File: src/rtl/aes_ctr_pkg.sv
// ============================================================================
// AES-128 CTR package
// Shared types, S-box and round helpers for the keystream XOR core.
// ============================================================================
package aes_ctr_pkg;

  localparam int unsigned NumRounds = 10;
  localparam int unsigned NumRk     = 44;

  localparam logic [63:0] DefKeyHigh = 64'h2B7E151628AED2A6;
  localparam logic [63:0] DefKeyLow  = 64'hABF7158809CF4F3C;

  typedef enum logic [1:0] {
    RegKeyHigh = 2'd0,
    RegKeyLow  = 2'd1,
    RegNonce   = 2'd2,
    RegStart   = 2'd3
  } reg_idx_e;

  typedef struct packed {
    logic [63:0] data_high;
    logic [63:0] data_low;
    logic [4:0]  valid_bytes;
    logic        restart;
  } in_item_t;

  typedef struct packed {
    logic [63:0] result_high;
    logic [63:0] result_low;
    logic [4:0]  result_bytes;
  } out_item_t;

  // What travels down the chain of round cells alongside the state.
  typedef struct packed {
    logic         vld;
    logic [127:0] data;
    logic [4:0]   nbytes;
  } side_t;

  function automatic logic [7:0] sbox(input logic [7:0] x);
    logic [7:0] t [256];
    t = '{
      8'h63,8'h7c,8'h77,8'h7b,8'hf2,8'h6b,8'h6f,8'hc5,8'h30,8'h01,8'h67,8'h2b,8'hfe,8'hd7,8'hab,8'h76,
      8'hca,8'h82,8'hc9,8'h7d,8'hfa,8'h59,8'h47,8'hf0,8'had,8'hd4,8'ha2,8'haf,8'h9c,8'ha4,8'h72,8'hc0,
      8'hb7,8'hfd,8'h93,8'h26,8'h36,8'h3f,8'hf7,8'hcc,8'h34,8'ha5,8'he5,8'hf1,8'h71,8'hd8,8'h31,8'h15,
      8'h04,8'hc7,8'h23,8'hc3,8'h18,8'h96,8'h05,8'h9a,8'h07,8'h12,8'h80,8'he2,8'heb,8'h27,8'hb2,8'h75,
      8'h09,8'h83,8'h2c,8'h1a,8'h1b,8'h6e,8'h5a,8'ha0,8'h52,8'h3b,8'hd6,8'hb3,8'h29,8'he3,8'h2f,8'h84,
      8'h53,8'hd1,8'h00,8'hed,8'h20,8'hfc,8'hb1,8'h5b,8'h6a,8'hcb,8'hbe,8'h39,8'h4a,8'h4c,8'h58,8'hcf,
      8'hd0,8'hef,8'haa,8'hfb,8'h43,8'h4d,8'h33,8'h85,8'h45,8'hf9,8'h02,8'h7f,8'h50,8'h3c,8'h9f,8'ha8,
      8'h51,8'ha3,8'h40,8'h8f,8'h92,8'h9d,8'h38,8'hf5,8'hbc,8'hb6,8'hda,8'h21,8'h10,8'hff,8'hf3,8'hd2,
      8'hcd,8'h0c,8'h13,8'hec,8'h5f,8'h97,8'h44,8'h17,8'hc4,8'ha7,8'h7e,8'h3d,8'h64,8'h5d,8'h19,8'h73,
      8'h60,8'h81,8'h4f,8'hdc,8'h22,8'h2a,8'h90,8'h88,8'h46,8'hee,8'hb8,8'h14,8'hde,8'h5e,8'h0b,8'hdb,
      8'he0,8'h32,8'h3a,8'h0a,8'h49,8'h06,8'h24,8'h5c,8'hc2,8'hd3,8'hac,8'h62,8'h91,8'h95,8'he4,8'h79,
      8'he7,8'hc8,8'h37,8'h6d,8'h8d,8'hd5,8'h4e,8'ha9,8'h6c,8'h56,8'hf4,8'hea,8'h65,8'h7a,8'hae,8'h08,
      8'hba,8'h78,8'h25,8'h2e,8'h1c,8'ha6,8'hb4,8'hc6,8'he8,8'hdd,8'h74,8'h1f,8'h4b,8'hbd,8'h8b,8'h8a,
      8'h70,8'h3e,8'hb5,8'h66,8'h48,8'h03,8'hf6,8'h0e,8'h61,8'h35,8'h57,8'hb9,8'h86,8'hc1,8'h1d,8'h9e,
      8'he1,8'hf8,8'h98,8'h11,8'h69,8'hd9,8'h8e,8'h94,8'h9b,8'h1e,8'h87,8'he9,8'hce,8'h55,8'h28,8'hdf,
      8'h8c,8'ha1,8'h89,8'h0d,8'hbf,8'he6,8'h42,8'h68,8'h41,8'h99,8'h2d,8'h0f,8'hb0,8'h54,8'hbb,8'h16
    };
    return t[x];
  endfunction

  function automatic logic [7:0] xtime(input logic [7:0] x);
    return {x[6:0], 1'b0} ^ (x[7] ? 8'h1b : 8'h00);
  endfunction

  function automatic logic [31:0] sub_word(input logic [31:0] w);
    return {sbox(w[31:24]), sbox(w[23:16]), sbox(w[15:8]), sbox(w[7:0])};
  endfunction

  // State byte k (k = 4*column + row) sits in bits 127-8k .. 120-8k.
  function automatic logic [127:0] sub_shift(input logic [127:0] s);
    logic [127:0] t;
    for (int c = 0; c < 4; c++) begin
      for (int r = 0; r < 4; r++) begin
        t[127-8*(c*4+r) -: 8] = sbox(s[127-8*(((c+r)%4)*4+r) -: 8]);
      end
    end
    return t;
  endfunction

  function automatic logic [127:0] mix(input logic [127:0] s);
    logic [127:0] t;
    logic [7:0] a0, a1, a2, a3;
    for (int c = 0; c < 4; c++) begin
      a0 = s[127-32*c -: 8];
      a1 = s[119-32*c -: 8];
      a2 = s[111-32*c -: 8];
      a3 = s[103-32*c -: 8];
      t[127-32*c -: 8] = xtime(a0) ^ xtime(a1) ^ a1 ^ a2 ^ a3;
      t[119-32*c -: 8] = a0 ^ xtime(a1) ^ xtime(a2) ^ a2 ^ a3;
      t[111-32*c -: 8] = a0 ^ a1 ^ xtime(a2) ^ xtime(a3) ^ a3;
      t[103-32*c -: 8] = xtime(a0) ^ a0 ^ a1 ^ a2 ^ xtime(a3);
    end
    return t;
  endfunction

endpackage

File: src/rtl/aes_ctr_keyexp.sv
// ============================================================================
// AES-128 key expansion
// Iterative expansion, one round key (four words) per cycle, into registers.
// ============================================================================
module aes_ctr_keyexp (
  input  logic           clk_i,
  input  logic           rst_ni,
  input  logic           start_i,
  input  logic [127:0]   key_i,
  output logic           busy_o,
  output logic [1407:0]  rkeys_o
);

  logic [1407:0] rk_q, rk_d;
  logic [3:0]    rnd_q, rnd_d;
  logic [7:0]    rc_q, rc_d;
  logic          busy_q, busy_d;
  logic [127:0]  prev;
  logic [31:0]   w0, w1, w2, w3, tmp;

  function automatic logic [7:0] xtime(input logic [7:0] x);
    return aes_ctr_pkg::xtime(x);
  endfunction

  function automatic logic [31:0] sub_word(input logic [31:0] w);
    return aes_ctr_pkg::sub_word(w);
  endfunction

  always_comb begin
    prev = rk_q[1407 - 128*rnd_q -: 128];
    tmp  = sub_word({prev[23:0], prev[31:24]}) ^ {rc_q, 24'h0};
    w0   = prev[127:96] ^ tmp;
    w1   = prev[95:64] ^ w0;
    w2   = prev[63:32] ^ w1;
    w3   = prev[31:0] ^ w2;
    rk_d   = rk_q;
    rnd_d  = rnd_q;
    rc_d   = rc_q;
    busy_d = busy_q;
    if (start_i) begin
      rk_d[1407 -: 128] = key_i;
      rnd_d  = 4'd0;
      rc_d   = 8'h01;
      busy_d = 1'b1;
    end else if (busy_q) begin
      rk_d[1407 - 128*(rnd_q + 4'd1) -: 128] = {w0, w1, w2, w3};
      rnd_d = rnd_q + 4'd1;
      rc_d  = xtime(rc_q);
      if (rnd_q == 4'(aes_ctr_pkg::NumRounds - 1)) busy_d = 1'b0;
    end
  end

  always_ff @(posedge clk_i or negedge rst_ni) begin
    if (!rst_ni) begin
      rnd_q  <= 4'd0;
      rc_q   <= 8'h01;
      busy_q <= 1'b1;
      rk_q   <= {aes_ctr_pkg::DefKeyHigh, aes_ctr_pkg::DefKeyLow, 1280'h0};
    end else begin
      rnd_q  <= rnd_d;
      rc_q   <= rc_d;
      busy_q <= busy_d;
      rk_q   <= rk_d;
    end
  end

  assign busy_o  = busy_q;
  assign rkeys_o = rk_q;

`ifndef SYNTHESIS
  a_rnd_range: assert property (@(posedge clk_i) disable iff (!rst_ni)
    rnd_q <= 4'(aes_ctr_pkg::NumRounds))
    else $error("round key index past last round");
  a_idle_last: assert property (@(posedge clk_i) disable iff (!rst_ni)
    (busy_q && !start_i && rnd_q == 4'(aes_ctr_pkg::NumRounds - 1)) |=> !busy_q)
    else $error("expansion did not finish after last round");
  a_start_busy: assert property (@(posedge clk_i) disable iff (!rst_ni)
    start_i |=> (busy_q && rnd_q == 4'd0))
    else $error("expansion not restarted");
`endif

endmodule

File: config.mk
export PLATFORM = sky130hd
export DESIGN_NAME = aes_ctr_keyexp
export DESIGN_NICKNAME = d
export VERILOG_FILES = /design/src/rtl/aes_ctr_pkg.sv /design/src/rtl/aes_ctr_keyexp.sv
export SDC_FILE = /design/constraint.sdc
export NUM_CORES = 2
export LEC_CHECK = 0
export BUFFER_PORTS_ARGS = -buffer_cell sky130_fd_sc_hd__buf_2
export CAP_MARGIN = 25
export CORE_AREA = 4 4 595 597
export DETAILED_ROUTE_END_ITERATION = 16
export DIE_AREA = 0 0 599 601
export PLACE_DENSITY = 0.49
export SYNTH_ARGS = -nofsm -noshare
export SYNTH_HDL_FRONTEND = slang
export SYNTH_SLANG_ARGS = --single-unit
File: constraint.sdc
create_clock -name clk_i -period 6.5 [get_ports clk_i]
set_clock_uncertainty 0.15 [all_clocks]
set_input_delay 0.325 -clock clk_i [delete_from_list [all_inputs] [get_ports clk_i]]
set_output_delay 0.325 -clock clk_i [all_outputs]
set_load 0.02 [all_outputs]
==> metrics.txt <==
Yosys cell types 142; Worst Path Arrival 7.01 ns; worst-path fanout max 29; GPL Wtd Cong 0.9895; setup TNS -0.002147 ns; DRT Pass-1 Iters 6; Synth area leaders dfrtp_1 41%, nand2_1 8.6%, o21ai_0 8.2%, mux4_2 6.4%, mux2i_1 3.3%; root buffer cell clkbuf_16; Worst EP required roughly 7.0 ns; Post-synth EDFFs 0; Synth area leader dfrtp_1; Core ar. 348600 µm²; Yosys top cell area share 41.25%; share of cells above drive strength 1 a little under a third; sequential share of the synthesized area 43.39%; asr flop ratio synth 100.0%; filler cell count about 37k; flops & latches, synth 1421; Synth Area in Compound Gates 22.82%; clock sink count 1421; RSZ-0062 raised after global routing false; final instance area 109400 µm²; die height 601 µm; failing checks negative setup slack; Routed WL per cell between 30 and 40 µm; Vias/cell 5.453; fin. max-slew vios 0; CP Class flip-flop to flip-flop; Synth Flop Type dfrtp_1; largest net degree at the start of global routing roughly 160; post-synthesis simple-gate area fraction ~14%; Crit. End Element flip-flop; DP HPWL ~460000 µm; mux contribution to synthesized area 10.41%; fmax 153.8 MHz; pre-CTS WS -0.4259 ns; Synth Cell Area 82140 µm²; placed inst area between 100000 and 150000 µm²; Final Worst Setup Slack -0.002147 ns; Max Cap Viol 0; XOR/XNOR share of the synthesized area 2.628%; Die Wd between 500 and 600 µm; Avg Inst Size Synth 9.173 µm²; Post-Syn Nets 9132; flip-flop and latch area ~36000 µm²; synth cell count leaders 1875 x nand2_1, 1354 x dfrtp_1, 1344 x o21ai_0; Worst slew margin 8.147%; vias in the first global route 82.39k; main combinational cell family by area after synthesis compound AO/OA/AOI/OAI gates; Area Overhead vs Synth 33.18%; Mapped Cells slightly below 9k; Critical Path Source Type flip-flop; IO Pins 1540; initial antenna violation count 47; Overall Global Routing Usage 32.02%; H-tree depth 4; first-pass GRT wire length 795400 µm; CTS tree yes; DRC 0; post-route antenna net violation count 0; clock-pin slew on the worst setup and hold paths 0.06 ns; # port buffers 1539; adder and majority gate portion of the synthesized area 0.7007%; status finished, violations left; final setup fails 1; period utilisation layout 100.0%; Min-Delay Path Class input pin to async pin; fin crit period between 6 and 7 ns; die area 360000 µm²; Clock Latency Late Sink 0.92 ns; Fin. Hold Viols 0; Final Net Count 11.08k; final WL around 600000 µm; 1st-iter DRT viols 9332; site row count 217; area of the multi-input gates 42500 µm²; count leader, synth nand2_1; Yosys Warn Count 0; initial core utilization 23.56%; Bufs on Longest Clock Path 4; Least-Margin Pin Slew 1.378 ns; Num CTS Buffers 175; GR Overflow Total 0; Via Count 85.41k
[routing by layer]
layer  track usage, %  wire length, µm
met5                0               77
met4            18.11            42580
met3            7.820            49720
met2            50.09           268900
met1            40.27           237000
[cell type report]
class                   count  share of cell area, %
clock buffers             251                  4.575
diodes                     15                0.03431
well taps                4599                  5.260
flip-flops and latches   1421                  32.58
clock inverters            68                 0.8864
multi-input cells        6547                  38.85
inverters                  45                 0.1613
repair buffers           2716                  17.65
[stage by stage]
| step | hold slack, ns | util (%) | cells |
|---|---|---|---|
| 6_report | 0.05454 | 31.38 | 15660 |
| 5_1_grt | 0.04778 | 31.37 | 15650 |
| 4_1_cts | 0.0005204 | 31.34 | 15650 |
| 3_5_place_dp | 0.2607 | 29.10 | 15150 |
| 3_3_place_gp | 0.2602 | 29.09 | 15140 |
| 2_1_floorplan | -0.1206 | - | 8955 |
[critical path: stages (launching register included)]
cell,delay (ns)
dfrtp_4,0.52
ha_1,0.37
xor2_4,0.26
buf_12,0.21
buf_12,0.26
mux4_2,0.31
o32ai_2,0.12
or3_2,0.70
buf_4,0.30
nor2_1,0.54
o21ai_0,0.16
mux4_2,0.50
a211o_1,0.38
o311ai_2,0.31
a311oi_4,0.06
buf_4,0.18
xnor2_2,0.20
buf_12,0.18
xnor2_4,0.13
buf_12,0.18
o221ai_1,0.14
[path summary, 6_finish.rpt]
check                      cells past startpoint            end          from  slack, ns
max in group asynchronous                      4     rkeys_o[9]        rst_ni       4.76
min                                            2  rkeys_o[1388]        rst_ni       0.05
min reg2reg                                    2   rkeys_o[371]  rkeys_o[371]       0.34
max reg2reg                                   20  rkeys_o[1293]      rnd_q[0]     -0.002
min in group clk_i                             4  rkeys_o[1361]     key_i[81]       0.07
max                                           20  rkeys_o[1293]      rnd_q[0]     -0.002
[placed cells by master (no fill, tap or decap), types with 67 or more instances in the layout]
cell type | netlist | routed
o211ai_1 | 86 | 86
clkbuf_16 | 0 | 175
mux4_2 | 232 | 232
buf_12 | 8 | 179
mux2i_1 | 270 | 266
xnor2_1 | 142 | 93
o22ai_1 | 128 | 124
dfrtp_1 | 1354 | 1353
o21ai_0 | 1344 | 1339
a21oi_1 | 366 | 363
dlygate4sd3_1 | 0 | 178
nor3_1 | 115 | 115
nand3_1 | 149 | 144
nor2_1 | 382 | 378
nand2_1 | 1875 | 1871
buf_4 | 86 | 815
a31oi_1 | 75 | 75
dfstp_2 | 67 | 67
buf_2 | 206 | 1537
o21ai_1 | 176 | 179
o221ai_1 | 138 | 138
[registers in the layout, summed over array words and instances (netlist names)]
register and count:
rnd_q 4, rc_q 8, rkeys_o 1408, busy_o 1
[cell families (layout without fill, tap and decap cells)]
family / Yosys count / count (layout)
AO/OA/AOI/OAI: 2991 / 2991
AND/OR/NAND/NOR: 2754 / 2754
flip-flops: 1421 / 1421
buffers and inverters: 987 / 3080
multiplexers: 545 / 545
XOR/XNOR: 211 / 211
adder cells (fa/ha/maj): 46 / 46
other: 0 / 15
[what timing repair did]
item / 4_1_cts / 5_1_grt
hold buffers: 179 / 0
endpoints found under the hold margin: 542 / 0
setup endpoints to repair: 118 / 126
gates resized for setup: 5 / 17
pin swaps: 1 / 1
setup buffers: 2 / 1
Power is not shown: default switching activity piles up to over one toggle a cycle in this logic, so the estimate is an artifact.
